==> config.mk <==
export PLATFORM = sky130hd
export DESIGN_NAME = mpsd_slew
export DESIGN_NICKNAME = d
export VERILOG_FILES = /design/src/hw/rtl/mpsd_pkg.sv /design/src/hw/rtl/mpsd_slew.sv
export SDC_FILE = /design/constraint.sdc
export NUM_CORES = 1
export LEC_CHECK = 0
export ABC_AREA = 1
export CAP_MARGIN = 20
export CORE_MARGIN = 1.5
export CORE_UTILIZATION = 35
export DETAILED_ROUTE_END_ITERATION = 10
export DONT_BUFFER_PORTS = 1
export PLACE_DENSITY_LB_ADDON = 0.05
export RECOVER_POWER = 50
export SYNTH_ARGS = -nofsm -noshare
export SYNTH_HDL_FRONTEND = slang
export SYNTH_SLANG_ARGS = --single-unit
==> constraint.sdc <==
create_clock -name vclk -period 3.1
set_input_delay 0.155 -clock vclk [all_inputs]
set_output_delay 0.155 -clock vclk [all_outputs]
set_load 0.005 [all_outputs]
==> src/hw/rtl/mpsd_pkg.sv <==
package mpsd_pkg;

    localparam int CHANNELS_DEFAULT = 10;

    // Channels whose PID output a follower may copy.
    localparam int MASTER_LEFT  = 1;
    localparam int MASTER_RIGHT = 4;

    // The integral is kept only while the error magnitude stays inside this window.
    localparam logic signed [16:0] ERR_WINDOW = 17'sd63;

    localparam logic signed [23:0] SUM_MAX = 24'sh7FFFFF;
    localparam logic signed [23:0] SUM_MIN = -24'sh800000;

    localparam logic signed [15:0] GAIN_P_RESET    = 16'sd256;
    localparam logic signed [15:0] GAIN_I_RESET    = 16'sd0;
    localparam logic signed [15:0] GAIN_D_RESET    = 16'sd0;
    localparam logic [7:0]         SLEW_STEP_RESET = 8'd10;
    localparam logic [14:0]        CEILING_RESET   = 15'd117;

    typedef enum logic [1:0] {
        OP_SPEED = 2'd0,
        OP_START = 2'd1,
        OP_TICK  = 2'd2
    } op_t;

    typedef enum logic [2:0] {
        REG_GAIN_P      = 3'd0,
        REG_GAIN_I      = 3'd1,
        REG_GAIN_D      = 3'd2,
        REG_SLEW_STEP   = 3'd3,
        REG_CEILING     = 3'd4,
        REG_FOLLOWER    = 3'd5,
        REG_LEFT_SIDE   = 3'd6
    } cfg_idx_t;

    typedef struct packed {
        logic signed [15:0] gain_p;
        logic signed [15:0] gain_i;
        logic signed [15:0] gain_d;
        logic [7:0]         slew_step;
        logic [14:0]        output_ceiling;
        logic [10:0]        follower_mask;
        logic [10:0]        left_side_mask;
    } cfg_t;

    typedef struct packed {
        logic signed [15:0] target;
        logic signed [15:0] prev_target;
        logic signed [16:0] prev_error;
        logic signed [23:0] error_sum;
    } pid_state_t;

    typedef struct packed {
        logic               flag;
        logic signed [15:0] speed;
    } slew_state_t;

endpackage

==> src/hw/rtl/mpsd_slew.sv <==
module mpsd_slew
    import mpsd_pkg::*;
(
    input  logic signed [15:0] want,
    input  slew_state_t        cur,
    input  logic [7:0]         step,
    output slew_state_t        nxt
);

    logic signed [16:0] want_ext;
    logic signed [16:0] up;
    logic signed [16:0] down;

    assign want_ext = 17'(want);
    assign up       = 17'(cur.speed) + 17'(signed'({1'b0, step}));
    assign down     = 17'(cur.speed) - 17'(signed'({1'b0, step}));

    always_comb
    begin
        nxt = cur;
        if (cur.flag)
        begin
            if (want > cur.speed)
            begin
                if (up > want_ext)
                begin
                    nxt.speed = want;
                    nxt.flag  = 1'b0;
                end
                else
                begin
                    nxt.speed = up[15:0];
                end
            end
            else if (want < cur.speed)
            begin
                if (down < want_ext)
                begin
                    nxt.speed = want;
                    nxt.flag  = 1'b0;
                end
                else
                begin
                    nxt.speed = down[15:0];
                end
            end
            else
            begin
                nxt.flag = 1'b0;
            end
        end
    end

endmodule

==> flow_metrics.py <==
metrics = {
    "cells_and_area": {
        "flops_and_latches": 0,
        "antenna_cells": 0,
        "finalNetCount": 903,
        "clkbuf_count": 0,
        "area.sequential_um2": 0,
        "area_growth_pct": 43.2,
        "drive_above_1_share_pct": 35.7,
        "multi_input_area_um2": 4090,
        "finalCoreUtilization_pct": 52.2,
        "fin_cells": 929,
        "nFillCells": 1122,
    },
    "detailed_routing": {
        "firstDrtPassIters": 5,
        "wl_met2_mm": 7.23,
        "ant_nets": 0,
        "drc_errors": 0,
        "top_layer_used": "met4",
        "wl_per_cell_um": 16.1,
        "met3_length_um": 789,
        "drt_iter0_drc": 258,
        "wl_met1_mm": 6.81,
        "num_vias": 4703,
        "vias_per_cell": 5.06,
        "totalWireLength_mm": 14.9,
    },
    "place": {
        "dpl.cell_count": 901,
        "dp.final_hpwl_mm": 11.6,
        "io_buffers": 0,
        "place.gp.congestion": 0.945,
        "dp_worst_setup_slack_ns": -0.443,
    },
    "yosys": {
        "synthDistinctLibCells": 37,
        "yosys_warnings": 0,
        "synth_nets": 833,
        "synth-seq-area-share_pct": 0,
        "synth_area_um2": 3810,
        "synth.avg_cell_area_um2": 5.26,
        "synth_cells": 725,
    },
    "global_routing": {
        "overflow": 0,
        "grt_pass1_vias": 4428,
        "grt_use_total_pct": 24.6,
        "antenna_found_initial": 0,
        "grt_max_degree": 29,
        "grt_first_pass_wirelength_mm": 22.3,
    },
    "die": {
        "dieArea_um2": 11500,
        "ios": 58,
        "die_y_um": 107,
        "rows": 37,
        "die-width_um": 107,
        "core_um2": 10500,
        "start_util_pct": 36.4,
    },
    "timing": {
        "rsz0062_at_grt": "true",
        "drv_slew": 0,
        "fin_crit_ns": 3.12,
        "timing.final.crit_share_pct": 101,
        "slew_headroom_pct": 64.1,
        "hold_ws_ns": 0.407,
        "setup_ws_ns": -0.0174,
        "fmax_mhz": 321,
        "setup_viol": 7,
        "worst_pin_slew_ns": 0.538,
        "hold_viol_final": 0,
    },
    "power": {
        "p_leak_nw": 2.91,
        "p_per_area_nw_per_um2": 230,
        "power_w": 0.00125,
        "ir_drop_uv": 129,
    },
    "worst_setup_path": {
        "crit_required_ns": 2.94,
        "crit_path_end_kind": "output pin",
        "arrival_ns": 2.96,
        "critPathLaunch": "step[7]",
        "worst-path-max-fanout": 5,
        "start_kind": "primary input",
        "critPathKind": "in -> out",
    },
    "run_status": {
        "status": "finished, violations left",
        "violations": "negative setup slack",
    },
    "run": {
        "drv_cap": 0,
    },
    "worst_hold_path": {
        "holdCritPathClass": "in -> out",
        "hp-start": "cur[16]",
    },
}
-- per-stage QoR --
| step | area (um2) | TNS, ns |
|---|---|---|
| global route | 5460 | -2.89 |
| detailed placement | 4300 | -6.13 |
| CTS | 4700 | 0 |
| finish | 5460 | -0.0563 |
| floorplan | 3810 | 0 |
| global placement | 4300 | -6.06 |
-- cell families (layout without fill, tap and decap cells) --
| family | count (synthesis) | count (layout) | share of synthesized area [%] |
|---|---|---|---|
| buffers and inverters | 146 | 214 | 16.1 |
| xor gates and xnor gates | 16 | 16 | 3.68 |
| adders and majority gates | 67 | 67 | 22.4 |
| AOI/OAI and AO/OA | 51 | 51 | 7.65 |
| and+or+nand+nor | 445 | 445 | 50.1 |
-- layer usage --
metal / global-route usage, % / up-vias
met5: 0 / -
met4: 2.54 / 0
met3: 2.18 / 8
met2: 42.4 / 124
met1: 34.3 / 2177
li1: - / 2394
-- cell usage after synthesis, drive strengths merged --
library cell    n  share of area [%]
a21oi          29                3.9
o21ai           9                1.2
nand4           8                1.5
nand3          77                 11
ha             65                 21
nand2         249                 25
nor2          100                 11
clkbuf          5               0.49
o21a            1               0.20
o21bai          3               0.59
nor4            2               0.33
a21o            3               0.59
buf            17                3.4
o211ai          6                1.2
and2            1               0.16
fa              2                1.1
xor2           15                3.4
inv           124                 12
and3            1               0.16
xnor2           1               0.23
nor3            6               0.92
or2             1               0.16
-- power by group --
part	switching (W)	internal [W]
registers	0	0
logic	0.000726	0.000527
clock network	0	0
total	0.000726	0.000527
-- path summary, 6_finish.rpt --
check / to / depth (start not counted)
worst min-delay path: nxt[15] / 2
worst max-delay path: nxt[13] / 24
-- repair_timing --
item                       CTS  global route
setup buffers               13            12
setup endpoints to repair   17            17
gates cloned                 1             2
pin swaps                   26           103
resized for setup           76           149
hold buffers                 0             0
-- worst max-delay path: stages --
cell     delay, ns
inv_1         0.04
ha_4          0.29
buf_4         0.12
nand2_1       0.14
nor2_1        0.19
nand3_1       0.14
nand3_2       0.14
xor2_2        0.15
inv_1         0.07
ha_1          0.27
nand2_1       0.06
nor2_2        0.15
nand2_2       0.09
nor2_2        0.09
nand2_2       0.11
nand3_4       0.11
nand2_4       0.07
buf_4         0.16
nand3_1       0.06
nand3_1       0.07
nand2_1       0.10
nand2_1       0.06
nand2_1       0.06
nand2_1       0.07
-- cell type report --
class	count	area share, %
multi-input combinational	579	75.0
timing repair buffer	90	13.0
inverter	124	8.85
tap	136	3.12
-- cells in the final DEF, fill, tap and decap left out, types with 7 or more instances in the layout --
cell type | synthesis | layout
buf_4 | 5 | 76
inv_2 | 2 | 14
ha_4 | 0 | 21
inv_1 | 122 | 105
xor2_2 | 0 | 7
a21oi_1 | 28 | 16
buf_6 | 4 | 11
nand3_1 | 74 | 61
nand2_1 | 239 | 183
nor2_4 | 1 | 10
nand4_1 | 7 | 7
a21oi_2 | 1 | 10
nor2_1 | 88 | 60
nand2_4 | 1 | 17
nand2_2 | 9 | 47
xor2_1 | 15 | 7
nor2_2 | 10 | 29
nand3_2 | 3 | 14
ha_1 | 65 | 44
Note: power is estimated with default switching activity, not from simulation.
