**config.mk**
```make
export PLATFORM = sky130hd
export DESIGN_NAME = mpsd_cfg_regs
export DESIGN_NICKNAME = d
export VERILOG_FILES = /design/src/hw/rtl/mpsd_pkg.sv /design/src/hw/rtl/mpsd_cfg_regs.sv
export SDC_FILE = /design/constraint.sdc
export NUM_CORES = 1
export LEC_CHECK = 0
export BUFFER_PORTS_ARGS = -buffer_cell sky130_fd_sc_hd__buf_2
export CAP_MARGIN = 20
export CORE_MARGIN = 5
export CORE_UTILIZATION = 35
export DETAILED_ROUTE_END_ITERATION = 10
export HOLD_SLACK_MARGIN = 0.1
export PLACE_DENSITY_LB_ADDON = 0.2
export RECOVER_POWER = 50
export SLEW_MARGIN = 30
export SYNTH_ARGS = -nofsm -noshare
export SYNTH_HDL_FRONTEND = slang
export SYNTH_SLANG_ARGS = --single-unit
```
**constraint.sdc**
```tcl
create_clock -name clk -period 0.8 [get_ports clk]
set_input_delay 0 -clock clk [delete_from_list [all_inputs] [get_ports clk]]
set_output_delay 0 -clock clk [all_outputs]
set_load 0.1 [all_outputs]
```
**src/hw/rtl/mpsd_pkg.sv**
```systemverilog
package mpsd_pkg;

    localparam int CHANNELS_DEFAULT = 10;

    // Channels whose PID output a follower may copy.
    localparam int MASTER_LEFT  = 1;
    localparam int MASTER_RIGHT = 4;

    // The integral is kept only while the error magnitude stays inside this window.
    localparam logic signed [16:0] ERR_WINDOW = 17'sd63;

    localparam logic signed [23:0] SUM_MAX = 24'sh7FFFFF;
    localparam logic signed [23:0] SUM_MIN = -24'sh800000;

    localparam logic signed [15:0] GAIN_P_RESET    = 16'sd256;
    localparam logic signed [15:0] GAIN_I_RESET    = 16'sd0;
    localparam logic signed [15:0] GAIN_D_RESET    = 16'sd0;
    localparam logic [7:0]         SLEW_STEP_RESET = 8'd10;
    localparam logic [14:0]        CEILING_RESET   = 15'd117;

    typedef enum logic [1:0] {
        OP_SPEED = 2'd0,
        OP_START = 2'd1,
        OP_TICK  = 2'd2
    } op_t;

    typedef enum logic [2:0] {
        REG_GAIN_P      = 3'd0,
        REG_GAIN_I      = 3'd1,
        REG_GAIN_D      = 3'd2,
        REG_SLEW_STEP   = 3'd3,
        REG_CEILING     = 3'd4,
        REG_FOLLOWER    = 3'd5,
        REG_LEFT_SIDE   = 3'd6
    } cfg_idx_t;

    typedef struct packed {
        logic signed [15:0] gain_p;
        logic signed [15:0] gain_i;
        logic signed [15:0] gain_d;
        logic [7:0]         slew_step;
        logic [14:0]        output_ceiling;
        logic [10:0]        follower_mask;
        logic [10:0]        left_side_mask;
    } cfg_t;

    typedef struct packed {
        logic signed [15:0] target;
        logic signed [15:0] prev_target;
        logic signed [16:0] prev_error;
        logic signed [23:0] error_sum;
    } pid_state_t;

    typedef struct packed {
        logic               flag;
        logic signed [15:0] speed;
    } slew_state_t;

endpackage

```
**src/hw/rtl/mpsd_cfg_regs.sv**
```systemverilog
module mpsd_cfg_regs
    import mpsd_pkg::*;
(
    input  logic        clk,
    input  logic        rst_n,
    input  logic        wr_en,
    input  logic [2:0]  wr_index,
    input  logic [15:0] wr_data,
    output cfg_t        cfg
);

    cfg_t cfg_reg;

    always_ff @(posedge clk or negedge rst_n)
    begin
        if (!rst_n)
        begin
            cfg_reg.gain_p         <= GAIN_P_RESET;
            cfg_reg.gain_i         <= GAIN_I_RESET;
            cfg_reg.gain_d         <= GAIN_D_RESET;
            cfg_reg.slew_step      <= SLEW_STEP_RESET;
            cfg_reg.output_ceiling <= CEILING_RESET;
            cfg_reg.follower_mask  <= '0;
            cfg_reg.left_side_mask <= '0;
        end
        else if (wr_en)
        begin
            case (wr_index)
                REG_GAIN_P:    cfg_reg.gain_p         <= wr_data;
                REG_GAIN_I:    cfg_reg.gain_i         <= wr_data;
                REG_GAIN_D:    cfg_reg.gain_d         <= wr_data;
                REG_SLEW_STEP: cfg_reg.slew_step      <= wr_data[7:0];
                REG_CEILING:   cfg_reg.output_ceiling <= wr_data[14:0];
                REG_FOLLOWER:  cfg_reg.follower_mask  <= wr_data[10:0];
                REG_LEFT_SIDE: cfg_reg.left_side_mask <= wr_data[10:0];
                default:       cfg_reg <= cfg_reg;
            endcase
        end
    end

    assign cfg = cfg_reg;

endmodule

```
==> key figures <==
Run status
  – Status: finished with violations
  – Failing checks: setup timing

Synthesis
  – Seq/Total Area, Yosys: 63.6%
  – Warnings from Yosys: 0
  – Post-Syn Instances: 202
  – Cell area after synthesis: 3670 um2
  – Syn_area_per_cell: 18.2 um2
  – #FFs+latches synth: 93
  – Syn nets: 224
  – Library cells used by synthesis: 9

Power and ir drop
  – Power Density: 3470 nW/um2
  – Switching share of power: 45.2%
  – Part of the power in registers: 26.4%
  – P_leak: 3.56 nW
  – Total net switching power: 12.6 mW
  – Cell-internal power: 15.2 mW
  – Comb pwr share: 62.9%
  – Peak VDD IR: 0.00217 V
  – Pwr Total: 27.8 mW
  – Clock Power Share: 10.7%

Routing
  – Pre-antenna DRT Iters: 4
  – DR WL/cell: 18.8 um
  – Iteration-0 DRC count of the detailed router: 46
  – Vias per cell: 4.54
  – Antenna Nets Post-Route: 0
  – DRC Markers: 0
  – WL final: 11,300 um
  – Routed via count: 2,729

Critical path
  – Cell Chain, Critical Path: buf_12
  – CP Data Arrival Time: 1.18 ns
  – Slowest cell on the critical path: dfstp_4
  – Maximum fanout along the worst path: 2
  – Critical path buffers and inverters: 1
  – Crit path largest cell delay: 0.65 ns
  – Crit-path leading delay family: flip-flops
  – Crit end category: primary output
  – Startpoint Class: flop
  – Setup Crit Path Kind: reg2out
  – Critical Path RT: 0.80 ns

Placed design
  – I/O Buffers: 114
  – Routability cong.: 0.715
  – Detail Placement HPWL: 7560 um
  – Setup WS pre-CTS: -0.375 ns

Clocking
  – H-tree depth: 3
  – Clock root cell: clkbuf_8
  – Num CTS Buffers: 9
  – Clock slew at reported path FFs: 0.10 ns
  – Max Root-Sink Buffers: 2
  – Hold_buf cts: 17
  – Insertion delay to the later sink of the worst-skew pair: 0.34 ns
  – Clk sinks: 93
  – CTS tree: built

STA
  – Slew headroom: 75.2%
  – Final critical-path share of the clock period: 147%
  – Setup violators final: 178
  – Fin Clk Skew: 0 ns
  – Slew Viols, Final: 0
  – Final worst hold slack: 0.0911 ns
  – Worst Setup Slack, final: -0.376 ns
  – Final worst path period need: 1.18 ns
  – Worst-Margin Slew: 0.372 ns
  – F_max: 851 MHz
  – Hold Violations, Final: 0
  – RSZ-0062 raised after global routing: yes

GRT
  – Overflow after GRT: 0
  – Initial antenna violation count: 0
  – First-pass GRT wire length: 17,500 um
  – Vias in the first global route: 3,058
  – GRT Overall Usage: 17.8%
  – Largest net degree at the start of global routing: 35

Layout
  – Final nets: 482
  – Most frequent cells in the layout: 114 x buf_6, 99 x buf_12, 75 x dfrtp_4
  – Layout cell share with drive strength beyond 1: 95.7%
  – Max reg flops: 93
  – Commonest non-fill, non-tap cell in the layout: buf_6
  – # diodes: 0
  – Synthesis-to-layout area growth: 118%
  – Utilization after layout: 77.8%

Floorplan
  – Die Ht: 112 um
  – Core region area: 10,300 um2
  – Die area: 12,600 um2
  – Initial Util: 35.7%
  – Ports: 115
  – Die width: 112 um
  – Num rows: 37

Flow run
  – Max-Cap Viols: 0

Min path
  – Hold WC Path Type: in2async
[power by group through the flow]
stage | clock [mW] | combinational, mW | sequential, mW
6_report | 2.96 | 17.5 | 7.34
5_1_grt | 3.22 | 17.9 | 7.49
4_1_cts | 3.01 | 17.4 | 7.31
3_5_place_dp | 0 | 16.2 | 7.21
3_3_place_gp | 0 | 16.0 | 7.15
2_1_floorplan | 0 | 1.39 | 14.9
[cell families (layout without fill, tap and decap cells)]
| group | count (synthesis) | count (layout) | synth area share [%] |
|---|---|---|---|
| mux | 93 | 93 | 31.6 |
| simple gates | 7 | 7 | 2.38 |
| buf+inv | 9 | 272 | 2.42 |
| flops | 93 | 93 | 63.6 |
[path summary, 6_finish.rpt]
path	from	to	slack (ns)	cells after the start
max	cfg[28]	cfg[28]	-0.38	1
min	rst_n	cfg[16]	0.09	2
max reg2reg	cfg[30]	cfg[30]	-0.20	2
min reg2reg	cfg[88]	cfg[88]	0.54	1
max in group asynchronous	rst_n	cfg[22]	0.05	3
min in group clk	wr_index[0]	cfg[12]	0.32	4
[synth_stat cells]
cell	count	area, um2
nand4b_1	3	26.3
buf_6	7	78.8
mux2_2	63	709
and4bb_2	3	37.5
dfrtp_1	85	2130
nor4b_4	1	23.8
mux2_4	30	450
buf_2	2	10.0
dfstp_2	8	210
[metrics by stage]
stage | setup TNS [ns] | area [um2] | instances
2_1_floorplan | -21.23 | 4110 | 202
3_3_place_gp | -24.46 | 7000 | 541
3_5_place_dp | -26.88 | 7000 | 541
4_1_cts | -37.94 | 7900 | 594
5_1_grt | -41.92 | 7990 | 601
6_report | -37.20 | 7990 | 601
[cell type report]
cell class / instances / area (um2)
Tap cell: 136 / 170
Clock inverter: 7 / 57.6
Sequential cell: 93 / 2660
Fill cell: 575 / 2290
Multi-Input combinational cell: 100 / 1400
Clock buffer: 9 / 124
Timing Repair Buffer: 256 / 3580
[layer usage]
layer	wire, um	share of wire, %	GRT usage [%]	vias up
li1	-	-	-	1232
met1	4770	42	22.5	1416
met2	5920	52	31.6	74
met3	490	4.3	3.34	7
met4	104	0.92	4.09	0
met5	0	0	0	-
[repair_timing]
action / 4_1_cts / 5_1_grt
gates resized for setup: 105 / 32
cloned: 0 / 1
setup buffers: 20 / 18
setup endpoints to repair: 176 / 186
hold endpoints to repair: 186 / 8
(Power assumes the default switching activity.)
