### src/hw/rtl/mpsd_pkg.sv
package mpsd_pkg;

    localparam int CHANNELS_DEFAULT = 10;

    // Channels whose PID output a follower may copy.
    localparam int MASTER_LEFT  = 1;
    localparam int MASTER_RIGHT = 4;

    // The integral is kept only while the error magnitude stays inside this window.
    localparam logic signed [16:0] ERR_WINDOW = 17'sd63;

    localparam logic signed [23:0] SUM_MAX = 24'sh7FFFFF;
    localparam logic signed [23:0] SUM_MIN = -24'sh800000;

    localparam logic signed [15:0] GAIN_P_RESET    = 16'sd256;
    localparam logic signed [15:0] GAIN_I_RESET    = 16'sd0;
    localparam logic signed [15:0] GAIN_D_RESET    = 16'sd0;
    localparam logic [7:0]         SLEW_STEP_RESET = 8'd10;
    localparam logic [14:0]        CEILING_RESET   = 15'd117;

    typedef enum logic [1:0] {
        OP_SPEED = 2'd0,
        OP_START = 2'd1,
        OP_TICK  = 2'd2
    } op_t;

    typedef enum logic [2:0] {
        REG_GAIN_P      = 3'd0,
        REG_GAIN_I      = 3'd1,
        REG_GAIN_D      = 3'd2,
        REG_SLEW_STEP   = 3'd3,
        REG_CEILING     = 3'd4,
        REG_FOLLOWER    = 3'd5,
        REG_LEFT_SIDE   = 3'd6
    } cfg_idx_t;

    typedef struct packed {
        logic signed [15:0] gain_p;
        logic signed [15:0] gain_i;
        logic signed [15:0] gain_d;
        logic [7:0]         slew_step;
        logic [14:0]        output_ceiling;
        logic [10:0]        follower_mask;
        logic [10:0]        left_side_mask;
    } cfg_t;

    typedef struct packed {
        logic signed [15:0] target;
        logic signed [15:0] prev_target;
        logic signed [16:0] prev_error;
        logic signed [23:0] error_sum;
    } pid_state_t;

    typedef struct packed {
        logic               flag;
        logic signed [15:0] speed;
    } slew_state_t;

endpackage

### src/hw/rtl/mpsd_pid_math.sv
module mpsd_pid_math
    import mpsd_pkg::*;
(
    input  pid_state_t         cur,
    input  logic signed [15:0] sense,
    input  logic               latch,
    input  cfg_t               cfg,
    output pid_state_t         nxt,
    output logic signed [15:0] pid_out
);

    localparam logic signed [33:0] OUT_MIN = -34'sd32768;

    logic signed [16:0] err;
    logic signed [24:0] sum_raw;
    logic signed [23:0] sum_sat;
    logic signed [23:0] sum_new;
    logic signed [17:0] der;
    logic signed [32:0] prod_p;
    logic signed [39:0] prod_i;
    logic signed [33:0] prod_d;
    logic signed [41:0] acc;
    logic signed [33:0] scaled;
    logic signed [33:0] ceil_ext;
    logic signed [15:0] clamped;
    logic               hold;
    logic signed [15:0] target_new;

    assign err     = 17'(cur.target) - 17'(sense);
    assign sum_raw = 25'(cur.error_sum) + 25'(err);
    assign der     = 18'(err) - 18'(cur.prev_error);

    always_comb
    begin
        if (sum_raw[24] != sum_raw[23])
            sum_sat = sum_raw[24] ? SUM_MIN : SUM_MAX;
        else
            sum_sat = sum_raw[23:0];
    end

    assign sum_new = (err == 17'sd0 || err > ERR_WINDOW || err < -ERR_WINDOW)
                     ? 24'sd0 : sum_sat;

    // The three products are independent; only their sum is chained.
    assign prod_p = 33'(cfg.gain_p) * 33'(err);
    assign prod_i = 40'(cfg.gain_i) * 40'(sum_new);
    assign prod_d = 34'(cfg.gain_d) * 34'(der);
    assign acc    = 42'(prod_p) + 42'(prod_i) + 42'(prod_d);

    // Dropping the low byte of a two's complement value rounds toward minus infinity.
    assign scaled   = acc[41:8];
    assign ceil_ext = {19'b0, cfg.output_ceiling};

    always_comb
    begin
        if (scaled > ceil_ext)
            clamped = 16'(ceil_ext);
        else if (scaled < OUT_MIN)
            clamped = 16'(OUT_MIN);
        else
            clamped = scaled[15:0];
    end

    // A settled loop drives nothing and re-centers its target on the sensed position.
    assign hold = (err == 17'sd0 && cur.prev_error == 17'sd0) ||
                  (cur.target == cur.prev_target && err == cur.prev_error);

    assign target_new = hold ? sense : cur.target;

    assign nxt.target      = target_new;
    assign nxt.prev_target = latch ? target_new : cur.prev_target;
    assign nxt.prev_error  = err;
    assign nxt.error_sum   = sum_new;
    assign pid_out         = hold ? 16'sd0 : clamped;

endmodule

### config.mk
export PLATFORM = sky130hd
export DESIGN_NAME = mpsd_pid_math
export DESIGN_NICKNAME = d
export VERILOG_FILES = /design/src/hw/rtl/mpsd_pkg.sv /design/src/hw/rtl/mpsd_pid_math.sv
export SDC_FILE = /design/constraint.sdc
export NUM_CORES = 2
export LEC_CHECK = 0
export BUFFER_PORTS_ARGS = -buffer_cell sky130_fd_sc_hd__buf_2
export CORE_ASPECT_RATIO = 0.9
export CORE_MARGIN = 5
export CORE_UTILIZATION = 35
export DETAILED_ROUTE_END_ITERATION = 8
export SLEW_MARGIN = 20
export SYNTH_ARGS = -nofsm -noshare
export SYNTH_HDL_FRONTEND = slang
export SYNTH_SLANG_ARGS = --single-unit
### constraint.sdc
create_clock -name vclk -period 54.8
set_clock_uncertainty 0.15 [all_clocks]
set_input_delay 5.48 -clock vclk [all_inputs]
set_output_delay 5.48 -clock vclk [all_outputs]
set_load 0.005 [all_outputs]
==> summary by stage <==
Synth
The number of instances in the synthesized netlist is 4548. The xor and xnor area share after synthesis is 2.05%. The simple-gate area share of the yosys netlist is 14.6%. The number of warnings reported in the yosys synthesis log is 0. The largest family of logic cells by synthesized area is adder cells. Summed over its instances, the top area cell type makes up 54.9% of the synthesized netlist area. The portion of netlist area occupied by mux cells is 0.995%. The cell taking the most area after synthesis is fa_1. The synthesized netlist devotes 5.48% of its cell area to compound gates. The unique cell type count in the Yosys netlist is 76. After synthesis the cells add up to 0.0410 mm². Among all cell types in the netlist, the one instantiated most often is inv_1. The commonest cells after synthesis are inv_1 (1252), fa_1 (1124), nand2_1 (638), and2_1 (296), ha_1 (287). The mean area per synthesized cell is 9.02 µm². Sequential elements use 0% of the synthesized area.

The number of nets handed over by synthesis was 6142. The synthesized netlist devotes 63.6% of its cell area to adder and majority cells. Sorting the synthesized cells by area gives the leading types as fa_1 (55%), inv_1 (11%), ha_1 (8.8%).

Timing
The total count of hold-check failures in the final report is 0. The worst path needs 28580 ps of the cycle, external delays included. Based on the critical path, the design can be clocked at up to 0.0350 GHz. Setup repair after global routing left no endpoint under its margin. Setup violations remaining at the end of the flow were counted as 0. The worst slew margin relative to its limit is 24.3%. The slew of the pin with the lowest slew margin is 1120 ps. For the final routed database, the setup TNS stands at 0 ps. The least setup slack across all paths after layout is 26220 ps. The post-route fraction of the period consumed by the critical path is 52.2%. The max-slew violation count is 0.

Worst setup path
In this run the worst path has a maximum fanout of 18. The worst setup path is captured at an output pin. The slowest stage of the critical path is the a21boi_2 cell.

For the worst setup path, the data required time is 49170 ps. The type of the worst setup path is input pin to output pin. On the worst path, the slowest cell contributes a delay of 1130 ps. The most repeated library cell on the critical path is fa_1. Data on the critical path arrives at its endpoint at 22950 ps. The element type at the critical path start is an input pin.

GRT
The via count of the first global-routing pass is 32800. The number of antenna violations at the first check in global routing is 12. The pin count of the biggest net entering global routing is 29. The wire length of the first global-routing pass is 184 mm.

The total global-route track usage is 18.9%. After global routing the overflow that remains totals 0.

Hold path
The hold-critical path depth is 4. The worst hold path belongs to the class input pin to output pin.

Layout
In the final layout, flip-flops and latches occupy 0 µm². The fraction of final layout cells with drive strength greater than 1 is 8.29%. Compared with the post-synthesis result, the final layout area differs by 7.16%.

In the final design database the tool counted 6255 nets. The number of clock buffers in the layout is 0. Summing all non-filler instances in the final layout gives an area of 0.0439 mm².

The design has 0 sequential cells. The number of inserted filler cells in the final layout is 12000.

Drt
Wires add up to 114 mm. The first detailed-routing pass took 6 iterations. The detailed-route via count is 30200.

After detailed routing, the average wire length per cell comes to 18.3 µm. In this run, the number of DRC markers left after iteration 0 of detailed routing was 1676. The number of nets still failing antenna checks after routing is 0. Using the TritonRoute via totals, the vias-per-cell ratio works out to 4.84. After detailed routing, the number of remaining DRC violations is 0.

Floorplan
The horizontal extent of the die is 371 µm. The number of standard-cell rows in the floorplan is 119. The total area inside the core boundary comes to 0.117 mm². In this run the vertical extent of the chip is 335 µm. Once the floorplan was initialized, standard cells occupied 35.1% of the core. The die covers 0.124 mm².

The number of I/O pins is 272.

Clock tree
The cts-stage hold buffer count is 0. Post-CTS repair changed the size of 0 cells. Post-CTS timing repair inserted 0 buffers for setup.

Placement
The weighted congestion reported at the end of routability-driven placement is 0.896. Prior to clock tree synthesis, the placed netlist has a worst setup slack of 26030 ps. The placed instances occupy a cell area of 0.0439 mm².

Once detailed placement completed, the half-perimeter wirelength came to 100 mm. Port buffering added 242 buffers.

Flow run
Across the run, the number of max-cap violations was 0.

Status
The run finished with clean final reports.
==> cell usage in the layout (no fill, tap or decap), types with 57 or more instances in the layout <==
master   instances
inv_1         1252
xnor2_1         57
nand2_1        638
ha_1           287
buf_2          242
a21oi_1         82
fa_1          1124
and2_1         296
o21ai_0         62
nor2_1          82
==> critical path: cells and delay by family <==
family                     cells  cell delay (ps)
AOI/OAI and AO/OA             19             5110
xor gates and xnor gates       2              450
adders and majority gates     15             6420
buffers and inverters         10             1760
muxes                          1              120
and+or+nand+nor               12             3570
==> cell families (layout without fill, tap and decap cells) <==
| family | Yosys count | in the layout |
|---|---|---|
| AO/OA/AOI/OAI | 330 | 330 |
| XOR/XNOR | 96 | 96 |
| adder cells (fa/ha/maj) | 1411 | 1411 |
| buffers and inverters | 1431 | 1542 |
| multiplexers | 37 | 37 |
| other | 0 | 4 |
| AND/OR/NAND/NOR | 1243 | 1243 |
==> path summary, 6_finish.rpt <==
path	slack, ps	start	endpoint
worst min-delay path	11110	cfg[34]	pid_out[12]
worst max-delay path	26220	cur[57]	pid_out[3]
==> cell type report <==
class | count | area, µm² | share of cell area (%)
Antenna cell | 4 | 10.0 | 0.0228
Tap cell | 1573 | 1970 | 4.48
Timing Repair Buffer | 286 | 1540 | 3.51
Inverter | 1256 | 4710 | 10.7
Multi-Input combinational cell | 3117 | 35700 | 81.3
==> layer usage <==
layer  GRT usage (%)  vias up  part of all wire, %
met3            1.90      164                  5.5
met2            33.5      774                   51
met5               0        -                0.024
met1            24.5    15800                   40
li1                -    13500                    -
met4            6.05        4                  4.1
==> per-stage QoR <==
stage / util, % / cells / hold WS, ps
after floorplan: - / 4548 / 10900
after global placement: 37.6 / 6232 / 11110
after detailed placement: 37.6 / 6232 / 11110
after CTS: 37.6 / 6232 / 11110
after global routing: 37.6 / 6234 / 11130
final: 37.6 / 6236 / 11110
Power is left out: the tool's default activity adds up to more than one toggle a clock period on the data nets, which glitch-free logic cannot reach.
